**config.mk**
```make
export PLATFORM = sky130hd
export DESIGN_NAME = torus_adaptive_route_request_core
export DESIGN_NICKNAME = d
export VERILOG_FILES = /design/src/hdl/tarr_pkg.sv /design/src/hdl/tarr_front.sv /design/src/hdl/tarr_queue.sv /design/src/hdl/tarr_back.sv /design/src/hdl/torus_adaptive_route_request_core.sv
export SDC_FILE = /design/constraint.sdc
export NUM_CORES = 1
export LEC_CHECK = 0
export ABC_AREA = 0
export BUFFER_PORTS_ARGS = -buffer_cell sky130_fd_sc_hd__buf_2
export CAP_MARGIN = 15
export CELL_PAD_IN_SITES_DETAIL_PLACEMENT = 0
export CELL_PAD_IN_SITES_GLOBAL_PLACEMENT = 1
export CORE_ASPECT_RATIO = 0.9
export CORE_UTILIZATION = 48
export DETAILED_ROUTE_END_ITERATION = 8
export GPL_TIMING_DRIVEN = 0
export PLACE_DENSITY_LB_ADDON = 0.3
export SKIP_CTS_REPAIR_TIMING = 1
export SYNTH_ARGS = -nofsm -noshare
export SYNTH_HDL_FRONTEND = slang
export SYNTH_SLANG_ARGS = --single-unit
export TNS_END_PERCENT = 100
```
**constraint.sdc**
```tcl
create_clock -name clk -period 4.3 [get_ports clk]
set_input_delay 0.645 -clock clk [delete_from_list [all_inputs] [get_ports clk]]
set_output_delay 0.645 -clock clk [all_outputs]
set_load 0.1 [all_outputs]
```
**src/hdl/tarr_pkg.sv**
```systemverilog
package tarr_pkg;

	localparam int PTR_W   = 5;
	localparam int QDEPTH  = 2;  // power of two: queue pointers wrap on their own
	localparam int QIDX_W  = $clog2(QDEPTH);
	localparam int QCNT_W  = $clog2(QDEPTH + 1);

	localparam logic [2:0] PORT_XP    = 3'd0;
	localparam logic [2:0] PORT_XM    = 3'd1;
	localparam logic [2:0] PORT_YP    = 3'd2;
	localparam logic [2:0] PORT_YM    = 3'd3;
	localparam logic [2:0] PORT_LOCAL = 3'd4;

	localparam logic [4:0] VC_ADAPTIVE = 5'd1;
	localparam logic [4:0] VC_H        = 5'd2;
	localparam logic [4:0] VC_L        = 5'd3;

	localparam logic [1:0] CLS_ADAPTIVE = 2'd1;
	localparam logic [1:0] CLS_ESC_H    = 2'd2;
	localparam logic [1:0] CLS_ESC_L    = 2'd3;

	typedef enum logic [2:0] {
		REG_CLASS  = 3'd0,
		REG_RX     = 3'd1,
		REG_RY     = 3'd2,
		REG_RADIUS = 3'd3,
		REG_LPC    = 3'd4
	} reg_idx_t;

	typedef struct packed {
		logic [1:0] chan_class;
		logic [7:0] router_x;
		logic [7:0] router_y;
		logic [7:0] radius;
		logic [4:0] local_count;
	} cfg_t;

	typedef struct packed {
		logic [4:0] chan;
		logic [2:0] port;
	} req_t;

	// one routed header: up to four requests, count kept as count-1
	typedef struct packed {
		req_t [3:0] reqs;
		logic [1:0] last_idx;
		logic       none;
	} entry_t;

endpackage

```
**src/hdl/tarr_front.sv**
```systemverilog
module tarr_front import tarr_pkg::*; #(
	parameter int COORD_WIDTH     = 8,
	parameter int MAX_LOCAL_PORTS = 16
) (
	input  logic         clk,
	input  logic         arst_n,
	input  cfg_t         cfg,
	input  logic [9:0]   delta_x,
	input  logic [9:0]   delta_y,
	input  logic         accept,
	output entry_t       entry
);

	localparam logic [7:0] CMASK = (COORD_WIDTH >= 8) ? 8'hFF : 8'((1 << COORD_WIDTH) - 1);

	function automatic logic stays_inside(logic [9:0] d, logic [7:0] c, logic [7:0] r);
		logic signed [11:0] dest;
		dest = signed'({{2{d[9]}}, d}) + signed'({4'b0, c});
		return !dest[11] && (dest <= signed'({4'b0, r}));
	endfunction

	logic [9:0] ax, ay;
	logic       x_done, y_done, x_move, y_move;
	logic [2:0] px, py;
	logic       in_x, in_y;
	logic [PTR_W-1:0] ptr_q, cnt, base, ptr_nxt;
	logic       is_local;
	req_t [3:0] reqs;
	logic [2:0] n;

	assign ax = delta_x[9] ? (~delta_x + 10'd1) : delta_x;
	assign ay = delta_y[9] ? (~delta_y + 10'd1) : delta_y;
	assign x_done = (ax == 10'd1);
	assign y_done = (ay == 10'd1);
	assign x_move = (ax > 10'd1);
	assign y_move = (ay > 10'd1);
	assign px = (!delta_x[9] && delta_x != 10'd0) ? PORT_XP : PORT_XM;
	assign py = (!delta_y[9] && delta_y != 10'd0) ? PORT_YP : PORT_YM;
	assign in_x = stays_inside(delta_x, cfg.router_x & CMASK, cfg.radius & CMASK);
	assign in_y = stays_inside(delta_y, cfg.router_y & CMASK, cfg.radius & CMASK);
	assign is_local = x_done && y_done;

	// round-robin consumer; a zero count behaves as one
	always_comb begin
		if (int'(cfg.local_count) > MAX_LOCAL_PORTS)
			cnt = PTR_W'(MAX_LOCAL_PORTS);
		else
			cnt = cfg.local_count;
		base = (ptr_q >= cnt) ? '0 : ptr_q;
		ptr_nxt = base + PTR_W'(1);
	end

	always_ff @(posedge clk or negedge arst_n) begin
		if (!arst_n) begin
			ptr_q <= '0;
		end else if (accept && is_local) begin
			ptr_q <= ptr_nxt;
		end
	end

	always_comb begin
		reqs = '0;
		n = '0;
		if (is_local) begin
			reqs[0] = '{chan: ptr_nxt, port: PORT_LOCAL};
			n = 3'd1;
		end else begin
			if (x_move) begin
				reqs[n[1:0]] = '{chan: VC_ADAPTIVE, port: px};
				n = n + 3'd1;
			end
			if (y_move) begin
				reqs[n[1:0]] = '{chan: VC_ADAPTIVE, port: py};
				n = n + 3'd1;
			end
			unique case (cfg.chan_class) inside
				CLS_ADAPTIVE, CLS_ESC_H: begin
					if (x_move) begin
						reqs[n[1:0]] = '{chan: VC_H, port: px};
						n = n + 3'd1;
						if (in_x) begin
							reqs[n[1:0]] = '{chan: VC_L, port: px};
							n = n + 3'd1;
						end
					end else if (x_done && y_move) begin
						reqs[n[1:0]] = '{chan: VC_H, port: py};
						n = n + 3'd1;
						if (in_y) begin
							reqs[n[1:0]] = '{chan: VC_L, port: py};
							n = n + 3'd1;
						end
					end
				end
				CLS_ESC_L: begin
					// X escape from an L channel: L then H, no wrap check
					if (x_move) begin
						reqs[n[1:0]] = '{chan: VC_L, port: px};
						n = n + 3'd1;
						reqs[n[1:0]] = '{chan: VC_H, port: px};
						n = n + 3'd1;
					end else if (x_done && y_move) begin
						reqs[n[1:0]] = '{chan: VC_H, port: py};
						n = n + 3'd1;
						if (in_y) begin
							reqs[n[1:0]] = '{chan: VC_L, port: py};
							n = n + 3'd1;
						end
					end
				end
				default: ;
			endcase
		end
	end

	always_comb begin
		entry.reqs = reqs;
		entry.none = (n == 3'd0);
		entry.last_idx = (n == 3'd0) ? 2'd0 : 2'(n - 3'd1);
	end

endmodule

```
**src/hdl/tarr_queue.sv**
```systemverilog
module tarr_queue import tarr_pkg::*; (
	input  logic   clk,
	input  logic   arst_n,
	input  logic   push,
	input  entry_t push_entry,
	output logic   full,
	input  logic   pop,
	output logic   head_valid,
	output entry_t head
);

	entry_t            mem_q [QDEPTH];
	logic [QIDX_W-1:0] wr_q, rd_q;
	logic [QCNT_W-1:0] cnt_q;

	assign full = (cnt_q == QCNT_W'(QDEPTH));
	assign head_valid = (cnt_q != '0);
	assign head = mem_q[rd_q];

	always_ff @(posedge clk) begin
		if (push)
			mem_q[wr_q] <= push_entry;
	end

	always_ff @(posedge clk or negedge arst_n) begin
		if (!arst_n) begin
			wr_q <= '0;
			rd_q <= '0;
			cnt_q <= '0;
		end else begin
			if (push)
				wr_q <= wr_q + QIDX_W'(1);
			if (pop)
				rd_q <= rd_q + QIDX_W'(1);
			if (push && !pop)
				cnt_q <= cnt_q + QCNT_W'(1);
			else if (pop && !push)
				cnt_q <= cnt_q - QCNT_W'(1);
		end
	end

endmodule

```
**src/hdl/tarr_back.sv**
```systemverilog
module tarr_back import tarr_pkg::*; (
	input  logic       clk,
	input  logic       arst_n,
	input  logic       head_valid,
	input  entry_t     head,
	output logic       pop,
	output logic       m_tvalid,
	input  logic       m_tready,
	output logic [7:0] m_tdata,
	output logic       m_tlast,
	output logic       m_tuser
);

	logic [1:0] idx_q;
	logic       load, last;
	logic       valid_q;
	req_t       req_q;
	logic       last_q, none_q;

	assign load = head_valid && (!valid_q || m_tready);
	assign last = (idx_q == head.last_idx);
	assign pop = load && last;

	always_ff @(posedge clk or negedge arst_n) begin
		if (!arst_n) begin
			valid_q <= 1'b0;
			idx_q <= '0;
		end else begin
			if (load)
				valid_q <= 1'b1;
			else if (m_tready)
				valid_q <= 1'b0;
			if (load)
				idx_q <= last ? 2'd0 : idx_q + 2'd1;
		end
	end

	always_ff @(posedge clk) begin
		if (load) begin
			req_q <= head.reqs[idx_q];
			last_q <= last;
			none_q <= head.none;
		end
	end

	assign m_tvalid = valid_q;
	assign m_tdata = {req_q.chan, req_q.port};
	assign m_tlast = last_q;
	assign m_tuser = none_q;

endmodule

```
**src/hdl/torus_adaptive_route_request_core.sv**
```systemverilog
// channel   dir  fields (low bit up)                       accepted when
// s_*       in   tdata: delta_x[9:0], delta_y[19:10], pad    s_tvalid & s_tready
// m_*       out  tdata: out_port[2:0], out_channel[7:3]      m_tvalid & m_tready
//                tlast: is_last, tuser: no_request
// cfg_*     in   cfg_index selects register, cfg_data value  cfg_wr_en
//
// A header is classified in the cycle it is accepted and queued (two entries).
// The back end sends its requests one per cycle from an output register unless
// m_tready stalls it, one to four per header; input takes one item a cycle
// while the queue has room. Reset clears control state and the consumer pointer.
// Either side may stall without stopping the other until the queue fills.
module torus_adaptive_route_request_core import tarr_pkg::*; #(
	parameter int COORD_WIDTH     = 8,
	parameter int MAX_LOCAL_PORTS = 16
) (
	input  logic        clk,
	input  logic        arst_n,
	input  logic        s_tvalid,
	output logic        s_tready,
	input  logic [23:0] s_tdata,   // delta_x, delta_y, zero pad
	output logic        m_tvalid,
	input  logic        m_tready,
	output logic [7:0]  m_tdata,   // out_port, out_channel
	output logic        m_tlast,
	output logic        m_tuser,   // no_request
	input  logic        cfg_wr_en,
	input  logic [2:0]  cfg_index,
	input  logic [7:0]  cfg_data
);

	cfg_t   cfg_q;
	entry_t entry, head;
	logic   full, push, pop, head_valid;

	always_ff @(posedge clk or negedge arst_n) begin
		if (!arst_n) begin
			cfg_q.chan_class <= CLS_ADAPTIVE;
			cfg_q.router_x <= 8'd0;
			cfg_q.router_y <= 8'd0;
			cfg_q.radius <= 8'd7;
			cfg_q.local_count <= 5'd1;
		end else if (cfg_wr_en) begin
			unique case (reg_idx_t'(cfg_index))
				REG_CLASS:  cfg_q.chan_class <= cfg_data[1:0];
				REG_RX:     cfg_q.router_x <= cfg_data;
				REG_RY:     cfg_q.router_y <= cfg_data;
				REG_RADIUS: cfg_q.radius <= cfg_data;
				REG_LPC:    cfg_q.local_count <= cfg_data[4:0];
				default: ;
			endcase
		end
	end

	assign s_tready = !full;
	assign push = s_tvalid && s_tready;

	tarr_front #(
		.COORD_WIDTH(COORD_WIDTH),
		.MAX_LOCAL_PORTS(MAX_LOCAL_PORTS)
	) u_front (
		.clk(clk),
		.arst_n(arst_n),
		.cfg(cfg_q),
		.delta_x(s_tdata[9:0]),
		.delta_y(s_tdata[19:10]),
		.accept(push),
		.entry(entry)
	);

	tarr_queue u_queue (
		.clk(clk),
		.arst_n(arst_n),
		.push(push),
		.push_entry(entry),
		.full(full),
		.pop(pop),
		.head_valid(head_valid),
		.head(head)
	);

	tarr_back u_back (
		.clk(clk),
		.arst_n(arst_n),
		.head_valid(head_valid),
		.head(head),
		.pop(pop),
		.m_tvalid(m_tvalid),
		.m_tready(m_tready),
		.m_tdata(m_tdata),
		.m_tlast(m_tlast),
		.m_tuser(m_tuser)
	);

endmodule

```
==> summary.md, run 1 <==
| Metric | Value |
|---|---|
| Status | `finished, final reports clean` |
| # H-tree levels | `3` |
| IO Port Bufs | `45` |
| CTS tree | `done` |
| Register area | `0.002764 mm^2` |
| Setup Viol. Count Final | `0` |
| TritonCTS Buffers | `9` |
| Flops & latches, synth | `99` |
| Residual DRC count | `0` |
| Antenna diodes | `0` |
| Maxcap violations | `0` |
| Clk_skew | `13.25 ps` |
| Worst slew pin tran | `1100 ps` |
| Final wirelength | `13920 um` |
| Filler Cell Count | `1096` |
| Core area | `0.01274 mm^2` |
| Leakage power total | `2.946 nW` |
| Die area | `0.01356 mm^2` |
| Cell variety after synth | `65` |
| GP Congestion | `0.9111` |
| Synth top cells by count | `edfxtp_1, nand2_1, ha_1` |
| Crit path max fanout | `10` |
| Area Overhead vs Synth | `12.90%` |
| Number of global-route vias before repair | `4611` |
| Via-to-Cell Ratio | `5.679` |
| Global route overflow | `0` |
| Nets@finish | `751` |
| Clock transition at path regs | `70 ps` |
| Clock sink count | `99` |
| Clock buffer depth | `2` |
| Initial antenna violation count | `0` |
| Synth top area cells | `edfxtp_1, dfrtp_1, ha_1` |
| Synth Flop Type | `edfxtp_1` |
| # rows | `39` |
| Arrival time at the worst endpoint | `4190 ps` |
| First-pass GRT wire length | `23470 um` |
| Design area | `0.007098 mm^2` |
| Net count after synthesis | `690` |
| PD cells | `593.3 mW/mm^2` |
| CP Data Required Time | `4410 ps` |
| Via count | `4708` |
| Overall Global Routing Usage | `0.2253` |
| Hold WS | `432.6 ps` |
| Share of layout cells above drive strength 1 | `0.2045` |
| HP Class | `primary input to async pin` |
| I/O pins | `52` |
| Post-synth EDFFs | `56` |
| Relative max-transition margin | `0.2669` |
| Fin crit period | `4075 ps` |
| Final core occ | `0.5573` |
| Synth top area share | `0.2675` |
| Slew Limit Fails | `0` |
| TritonRoute pass-1 iters | `4` |
| Largest net degree at the start of global routing | `44` |
| Mean post-synth cell area | `10.50 um^2` |
| Max VDD drop | `0.4505 mV` |
| Multi-input logic area | `0.003358 mm^2` |
| Cell count after synthesis | `599` |
| Register area share after synthesis | `0.4396` |
| CP Capture Type | `flip-flop` |
| HPWL after detailed placement | `10650 um` |
| Yosys top cell by area | `edfxtp_1` |
| Avg WL per Cell | `16.79 um` |
| Initial Utilization | `0.4937` |
| Achievable frequency | `245.4 MHz` |
| Crit start category | `primary input` |
| DP Area | `0.006735 mm^2` |
| Insertion delay to the later sink of the worst-skew pair | `360 ps` |
| Die X | `122.6 um` |
| Post-Syn Area | `0.006287 mm^2` |
| Setup CP Type | `primary input to flip-flop` |
| YS warnings | `0` |
| Die H | `110.6 um` |
| Fin. Hold Viols | `0` |
| CTS Root Cell | `clkbuf_16` |
| Number of antenna-violating nets in the routed design | `0` |
| DR iter-0 viols | `336` |
| Async set or reset register ratio after synthesis | `0.4343` |
| Crit share post-route | `0.9476` |
layout make-up:
type,instances,share of cell area
Buffer,15,0.008637
Clock buffer,9,0.03173
Clock inverter,7,0.008461
Inverter,41,0.02168
Multi-Input combinational cell,444,0.4731
Sequential cell,99,0.3894
Tap cell,164,0.02891
Timing Repair Buffer,50,0.03808
power by group:
| group | total [mW] | switching, mW | internal [mW] | leakage [nW] |
|---|---|---|---|---|
| clock | 0.778 | 0.378 | 0.400 | 0.130 |
| sequential | 1.45 | 0.104 | 1.35 | 1.04 |
| combinational | 1.98 | 1.29 | 0.690 | 1.77 |
| total | 4.21 | 1.77 | 2.44 | 2.95 |
sequential cells by signal, summed over array words and instances (netlist names):
register and cells:
cfg_q 31, u_back.idx_q 2, u_back.m_tdata 8, u_back.m_tlast 1, u_back.m_tuser 1, u_back.m_tvalid 1, u_front.ptr_q 5, u_queue.cnt_q 2
u_queue.mem_q 46, u_queue.rd_q 1, u_queue.wr_q 1
layer usage:
| layer | GRT usage | share of wire | up-vias |
|---|---|---|---|
| met2 | 0.3318 | 0.44 | 91 |
| met1 | 0.3356 | 0.50 | 2241 |
| met4 | 0.06423 | 0.012 | 0 |
| met5 | 0 | 0 | - |
| met3 | 0.04184 | 0.046 | 14 |
| li1 | - | - | 2362 |
stage by stage:
stage	setup TNS (ps)	cells	power, mW	worst slack (ps)
2_1_floorplan	0	599	2.986	324.6
3_3_place_gp	-5389	808	3.342	-477.1
3_5_place_dp	-7385	809	3.412	-536.8
4_1_cts	-884.8	825	4.203	-174.5
5_1_grt	-5.190	829	4.491	-2.597
6_report	0	829	4.211	225.3
final timing paths:
| path | depth (start not counted) | to | slack, ps | start |
|---|---|---|---|---|
| worst max-delay path | 18 | u_queue.mem_q[0][1]$_DFFE_PP_ | 230 | s_tdata[14] |
| worst min-delay path | 1 | cfg_q[19]$_DFFE_PN0P_ | 430 | arst_n |
| worst max register to register | 17 | u_queue.mem_q[0][1]$_DFFE_PP_ | 250 | cfg_q[17]$_DFFE_PN0P_ |
| worst min register to register | 1 | cfg_q[3]$_DFFE_PN0P_ | 510 | cfg_q[3]$_DFFE_PN0P_ |
| max in group asynchronous | 1 | u_back.idx_q[1]$_DFFE_PN0P_ | 3260 | arst_n |
| min in group clk | 1 | cfg_q[3]$_DFFE_PN0P_ | 510 | cfg_q[3]$_DFFE_PN0P_ |
kinds of logic after synthesis:
| family | synth area share |
|---|---|
| xor+xnor | 0.03204 |
| buf+inv | 0.03423 |
| fa+ha+maj | 0.1039 |
| flops | 0.4396 |
| compound gates | 0.1586 |
| mux | 0.1015 |
| simple gates | 0.1302 |
cells in the final DEF, fill, tap and decap left out, drive strengths merged, types with 11 or more instances in the layout:
cell     n
nand2   57
edfxtp  56
buf     55
ha      49
a21oi   45
inv     43
dfrtp   38
nor2    38
o21ai   38
mux2    30
clkbuf  19
xnor2   16
nand3   14
nor3    13
mux2i   12
nor2b   11
critical path, cell delays in order:
cell and delay (ps):
buf_2 120, ha_1 370, a21oi_1 290, o21ai_0 210
a21o_1 220, a21oi_1 170, xnor2_1 160, ha_1 290
a21oi_1 120, o21ai_0 100, o22a_1 210, a21oi_2 270
buf_2 270, nor3_1 80, xnor2_1 140, o211ai_1 200
buf_4 160, o21ba_1 160
Note: power is estimated with default switching activity, not from simulation.
==> run 2: changes to the inputs <==
Settings changed: CORE_UTILIZATION 48 to 43.
Clock period 4.3 ns to 3.39 ns, I/O delays scaled along.
==> run 2 against run 1 <==
Net effect:
- the flow now finishes with violations (setup timing)
- largest power group unchanged
- die area grew 11%
- routed wire length grew 5.9%
- clock skew shrank 3.8 ps
- final cell count grew 5.4%
- combinational power grew 36%
- sequential share of layout area shrank 1.8 points
- sequential power grew 28%
- critical path depth shrank 1
- utilization shrank 3.1 points
- clock power grew 20%
- global-route usage shrank 2.4 points
- critical endpoint is now u_queue.mem_q[1][1]$_DFFE_PP_
- worst setup slack lost 700 ps
==> summary.md, run 2 (synthesized netlist as in run 1, its figures left out) <==
| Metric | Value |
|---|---|
| Design area | `0.007447 mm^2` |
| Most frequent cells in the layout | `edfxtp_1, nand2_1, buf_2, ha_1, inv_1` |
| GP Congestion | `0.8610` |
| R2r setup slk | `-470 ps` |
| Non-Filler Instances | `874` |
| Die H | `116.7 um` |
| Clock buffer depth | `2` |
| Maxcap violations | `0` |
| Area Overhead vs Synth | `18.45%` |
| Share of layout cells above drive strength 1 | `0.2658` |
| PD cells | `736.6 mW/mm^2` |
| Final WS setup | `-473.9 ps` |
| I/O pins | `52` |
| Fin. Hold Viols | `0` |
| Antenna diodes | `0` |
| Core area | `0.01416 mm^2` |
| CP Capture Type | `flip-flop` |
| Crit share post-route | `1.140` |
| Max VDD drop | `0.3612 mV` |
| Die X | `129.5 um` |
| Clock transition at path regs | `70 ps` |
| Initial antenna violation count | `0` |
| Initial Utilization | `0.4441` |
| IO Port Bufs | `45` |
| Largest net degree at the start of global routing | `44` |
| Via count | `4924` |
| Dpl cells | `838` |
| Crit start category | `flip-flop` |
| HP Class | `primary input to async pin` |
| Max reg flops | `46` |
| Final core occ | `0.5260` |
| Unrepaired setup endpoints after global routing | `true` |
| Achievable frequency | `258.8 MHz` |
| Place WS | `-1041 ps` |
| Avg WL per Cell | `16.86 um` |
| CTS Root Cell | `clkbuf_16` |
| Clk_skew | `9.448 ps` |
| CP Data Required Time | `3590 ps` |
| Worst R2R End | `u_queue.mem_q[1][1]$_DFFE_PP_` |
| Tot Pwr | `5.485 mW` |
| Insertion delay to the later sink of the worst-skew pair | `350 ps` |
| DR iter-0 viols | `299` |
| Slew Limit Fails | `0` |
| First-pass GRT wire length | `23070 um` |
| HPWL after detailed placement | `11000 um` |
| Crit path max fanout | `6` |
| Clock sink count | `99` |
| TritonRoute pass-1 iters | `4` |
| TritonCTS Buffers | `9` |
| CTS tree | `done` |
| Setup Viol. Count Final | `26` |
| Via-to-Cell Ratio | `5.634` |
| Fin crit period | `3864 ps` |
| DP Area | `0.006872 mm^2` |
| # H-tree levels | `3` |
| Most common cell after layout, fill and taps aside | `edfxtp_1` |
| Global route overflow | `0` |
| Status | `finished with violations` |
| Filler Cell Count | `1285` |
| Crit Reg-Reg Startpoint | `cfg_q[22]$_DFFE_PN0P_` |
| Die area | `0.01511 mm^2` |
| Top reg by flops | `u_queue.mem_q` |
| Failing checks | `setup timing` |
| Worst slew pin tran | `1075 ps` |
| Residual DRC count | `0` |
| Nets@finish | `767` |
| Final wirelength | `14730 um` |
| Overall Global Routing Usage | `0.2010` |
| Setup crit start | `cfg_q[22]$_DFFE_PN0P_` |
| Number of global-route vias before repair | `4615` |
| Leakage power total | `3.046 nW` |
| Setup CP Type | `flip-flop to flip-flop` |
| Relative max-transition margin | `0.2832` |
| Worst Setup EP | `u_queue.mem_q[1][1]$_DFFE_PP_` |
| # rows | `41` |
| Number of antenna-violating nets in the routed design | `0` |
| Arrival time at the worst endpoint | `4070 ps` |
| R2R cell count | `17` |
-- run 2: cell count changes in the layout (fill, tap and decap cells not counted), moves of 3 or more --
| cell | delta |
|---|---|
| a21oi_1 | -8 |
| ha_4 | +3 |
| a21oi_2 | +6 |
| ha_1 | -5 |
| o21ai_0 | -4 |
| buf_6 | +6 |
| nor3_1 | -4 |
| nor3_2 | +3 |
| buf_4 | +11 |
-- run 2: cell type report --
type / instances / area [um^2] / share of cell area
sequential: 99 / 2765 / 0.3713
clock inverter: 6 / 40.04 / 0.005376
tap: 193 / 241.5 / 0.03243
timing repair buffer: 66 / 409.1 / 0.05494
inverter: 41 / 156.4 / 0.02100
clock buffer: 10 / 229.0 / 0.03075
buffer: 15 / 71.32 / 0.009577
multi-input combinational: 444 / 3535 / 0.4746
-- run 2: metal layers --
layer  up-vias  GRT usage  wire length [um]
li1       2386          -                 -
met3        22    0.04306               635
met2       105     0.3079              6641
met1      2411     0.2854              7231
met5         -          0                 0
met4         0    0.06124               225
-- run 2: report_power, final --
group	internal, mW	total [mW]	switching (mW)
clock network	0.496	0.937	0.441
logic	0.987	2.70	1.71
registers	1.71	1.85	0.137
total	3.19	5.49	2.29
-- run 2: worst min-delay path by stage --
stage | slack [ps] | to | startpoint
after global routing | 390 | cfg_q[11]$_DFFE_PN0P_ | arst_n
after detailed placement | 490 | u_back.m_tvalid$_DFFE_PN0P_ | u_back.m_tvalid$_DFFE_PN0P_
after global placement | 470 | u_queue.wr_q$_DFFE_PN0P_ | u_queue.wr_q$_DFFE_PN0P_
final | 310 | cfg_q[20]$_DFFE_PN0P_ | arst_n
after floorplan | 210 | cfg_q[10]$_DFFE_PN0P_ | arst_n
after CTS | 350 | cfg_q[11]$_DFFE_PN0P_ | arst_n
-- run 2: through the flow --
step	TNS [ps]	hold WS, ps
2_1_floorplan	-541.7	212.9
3_3_place_gp	-21220	474.5
3_5_place_dp	-22550	493.6
4_1_cts	-11760	354.1
5_1_grt	-13660	388.5
6_report	-7861	306.4
-- run 2: worst max-delay path, stage by stage, from the launching register on --
cell and delay, ps:
dfrtp_2 430, ha_4 220, a211oi_2 250, o21bai_1 110, a21oi_2 180, o21bai_1 80, a21oi_1 160, xnor2_1 100
ha_1 320, nand4_1 140, nor3_2 150, nor2_1 80, a221oi_2 370, and2_2 270, nor2_1 50, o211ai_1 250
o211ai_1 220, o21ba_1 310
==> run 3: changes to the inputs <==
Settings changed: RECOVER_POWER set to 50.
==> run 3 against run 2 <==
Net effect:
- clock power about the same
- via count down 0.32%
- routed wire length up 0.33%
- critical path depth unchanged
- sequential cell count unchanged
- clock skew about the same
- the run ends with capacitance limit, slew limit, setup timing left
- worst hold slack better by 120 ps
- largest cell class unchanged
- combinational power about the same
- final cell count unchanged
- largest power group unchanged
==> summary.md, run 3 (synthesized netlist as in run 1, its figures left out) <==
| Metric | Value |
|---|---|
| Logic pwr share | `0.490` |
| Avg WL per Cell | `16.91 um` |
| Most common cell after layout, fill and taps aside | `edfxtp_1` |
| Max VDD drop | `0.3615 mV` |
| Number of antenna-violating nets in the routed design | `0` |
| Unrepaired setup endpoints after global routing | `true` |
| Seq pwr share | `0.338` |
| Switching Share | `0.4196` |
| Pint | `3.176 mW` |
| Most frequent cells in the layout | `edfxtp_1, nand2_1, ha_1, inv_1, dfrtp_1` |
| Arrival time at the worst endpoint | `4070 ps` |
| TritonCTS Buffers | `9` |
| Slew Limit Fails | `44` |
| Final setup TNS | `-7804 ps` |
| Initial antenna violation count | `0` |
| I/O pins | `52` |
| Crit start category | `flip-flop` |
| Final core occ | `0.5246` |
| Clock sink count | `99` |
| Tot Pwr | `5.471 mW` |
| Clock buffer depth | `2` |
| R2r setup slk | `-470 ps` |
| Setup Viol. Count Final | `26` |
| Leakage power total | `3.006 nW` |
| # rows | `41` |
| Overall Global Routing Usage | `0.2010` |
| Maxcap violations | `1` |
| Worst R2R End | `u_queue.mem_q[1][1]$_DFFE_PP_` |
| Final wirelength | `14780 um` |
| Final WS setup | `-472.0 ps` |
| CP top delay family | `compound AO/OA/AOI/OAI gates` |
| Initial Utilization | `0.4441` |
| GP Congestion | `0.8610` |
| Clock network fraction of total power | `0.172` |
| Via-to-Cell Ratio | `5.616` |
| DP Area | `0.006872 mm^2` |
| Clock transition at path regs | `70 ps` |
| Area Overhead vs Synth | `18.13%` |
| Clk_skew | `9.173 ps` |
| Hold worst-path end | `u_back.m_tvalid$_DFFE_PN0P_` |
| Largest net degree at the start of global routing | `44` |
| Worst slew pin tran | `2386 ps` |
| WHS Path Cells | `3` |
| TritonRoute pass-1 iters | `4` |
| IO Port Bufs | `45` |
| Fin crit period | `3862 ps` |
| Crit path cell chain | `ha_4 -> a211oi_2 -> o21bai_1 -> a21oi_2 -> o21bai_1 -> a21oi_1 -> xnor2_1 -> ha_1 -> nand4_1 -> nor3_2 -> nor2_1 -> a221oi_2 -> and2_2 -> nor2_1 -> o211ai_1 -> o211ai_1 -> o21ba_1` |
| Setup CP Type | `flip-flop to flip-flop` |
| Crit Reg-Reg Startpoint | `cfg_q[22]$_DFFE_PN0P_` |
| Fin. Hold Viols | `0` |
| CP Capture Type | `flip-flop` |
| CTS Root Cell | `clkbuf_16` |
| CP peak stage delay | `430 ps` |
| Critical Path Slowest Stage Cell | `dfrtp_2` |
| Design area | `0.007427 mm^2` |
| CTS tree | `done` |
| Number of global-route vias before repair | `4615` |
| Die area | `0.01511 mm^2` |
| Max reg flops | `46` |
| First-pass GRT wire length | `23070 um` |
| HPWL after detailed placement | `11000 um` |
| Antenna diodes | `0` |
| Residual DRC count | `0` |
| HP Class | `primary input to flip-flop` |
| Core area | `0.01416 mm^2` |
| Relative max-transition margin | `-0.5910` |
| Crit path max fanout | `6` |
| Status | `finished with violations` |
| PD cells | `736.6 mW/mm^2` |
| Insertion delay to the later sink of the worst-skew pair | `350 ps` |
| Crit share post-route | `1.139` |
| Global route overflow | `0` |
| Failing checks | `capacitance limit, slew limit, setup timing` |
| Via count | `4908` |
| HP Start | `m_tready` |
| Die X | `129.5 um` |
| CP Data Required Time | `3590 ps` |
| Top reg by flops | `u_queue.mem_q` |
| Worst path bufs/invs | `0` |
| Switch Pwr | `2.296 mW` |
| DR iter-0 viols | `305` |
| Nets@finish | `767` |
| # H-tree levels | `3` |
| Die H | `116.7 um` |
| Achievable frequency | `258.9 MHz` |
| Share of layout cells above drive strength 1 | `0.2438` |
| R2R cell count | `17` |
-- run 3: cell count changes in the layout (fill, tap and decap cells not counted), sizes merged --
cell and change:
buf -14, clkbuf +14
-- run 3: worst max path at each step --
stage | startpoint | endpoint | slack, ps | cells after the start
after floorplan | s_tdata[0] | u_queue.mem_q[0][2]$_DFFE_PP_ | -140 | 16
after global placement | s_tdata[0] | u_queue.mem_q[0][2]$_DFFE_PP_ | -970 | 15
after detailed placement | s_tdata[0] | u_queue.mem_q[1][2]$_DFFE_PP_ | -1040 | 15
after CTS | s_tdata[0] | u_queue.mem_q[1][2]$_DFFE_PP_ | -690 | 15
after global routing | cfg_q[22]$_DFFE_PN0P_ | u_queue.mem_q[1][1]$_DFFE_PP_ | -730 | 17
final | cfg_q[22]$_DFFE_PN0P_ | u_queue.mem_q[1][1]$_DFFE_PP_ | -470 | 17
-- run 3: final cells by class --
class / instances / area, um^2
fillers: 1293 / 6731
multi-input cells: 444 / 3532
flip-flops and latches: 99 / 2765
repair buffers: 66 / 391.6
well taps: 193 / 241.5
clock buffers: 10 / 229.0
inverters: 41 / 156.4
plain buffers: 15 / 71.32
clock inverters: 6 / 40.04
-- run 3: stage by stage --
| step | hold WS [ps] | cells | setup slack [ps] |
|---|---|---|---|
| after floorplan | 212.9 | 599 | -136.1 |
| after global placement | 474.5 | 837 | -969.3 |
| after detailed placement | 493.6 | 838 | -1041 |
| after CTS | 354.1 | 854 | -694.1 |
| after global routing | 437.1 | 874 | -734.4 |
| final | 427.5 | 874 | -472.0 |
-- run 3: tightest hold or removal path, stage by stage --
cell and delay (ps):
buf_2 70, nand2b_1 110, nand2_1 50
-- run 3: layer usage --
metal / part of all wire / vias up / GRT usage / routed length (um)
li1: - / 2386 / - / -
met1: 0.49 / 2417 / 0.2854 / 7262
met2: 0.45 / 89 / 0.3079 / 6712
met3: 0.042 / 16 / 0.04306 / 620
met4: 0.013 / 0 / 0.06124 / 187
met5: 0 / - / 0 / 0
-- run 3: power groups by stage --
stage	Sequential (mW)	Clock, mW	Combinational (mW)
after global placement	1.86	0	2.45
after floorplan	2.32	0	1.53
after CTS	1.85	0.966	2.54
after global routing	1.88	1.01	2.92
after detailed placement	1.88	0	2.52
final	1.85	0.940	2.68
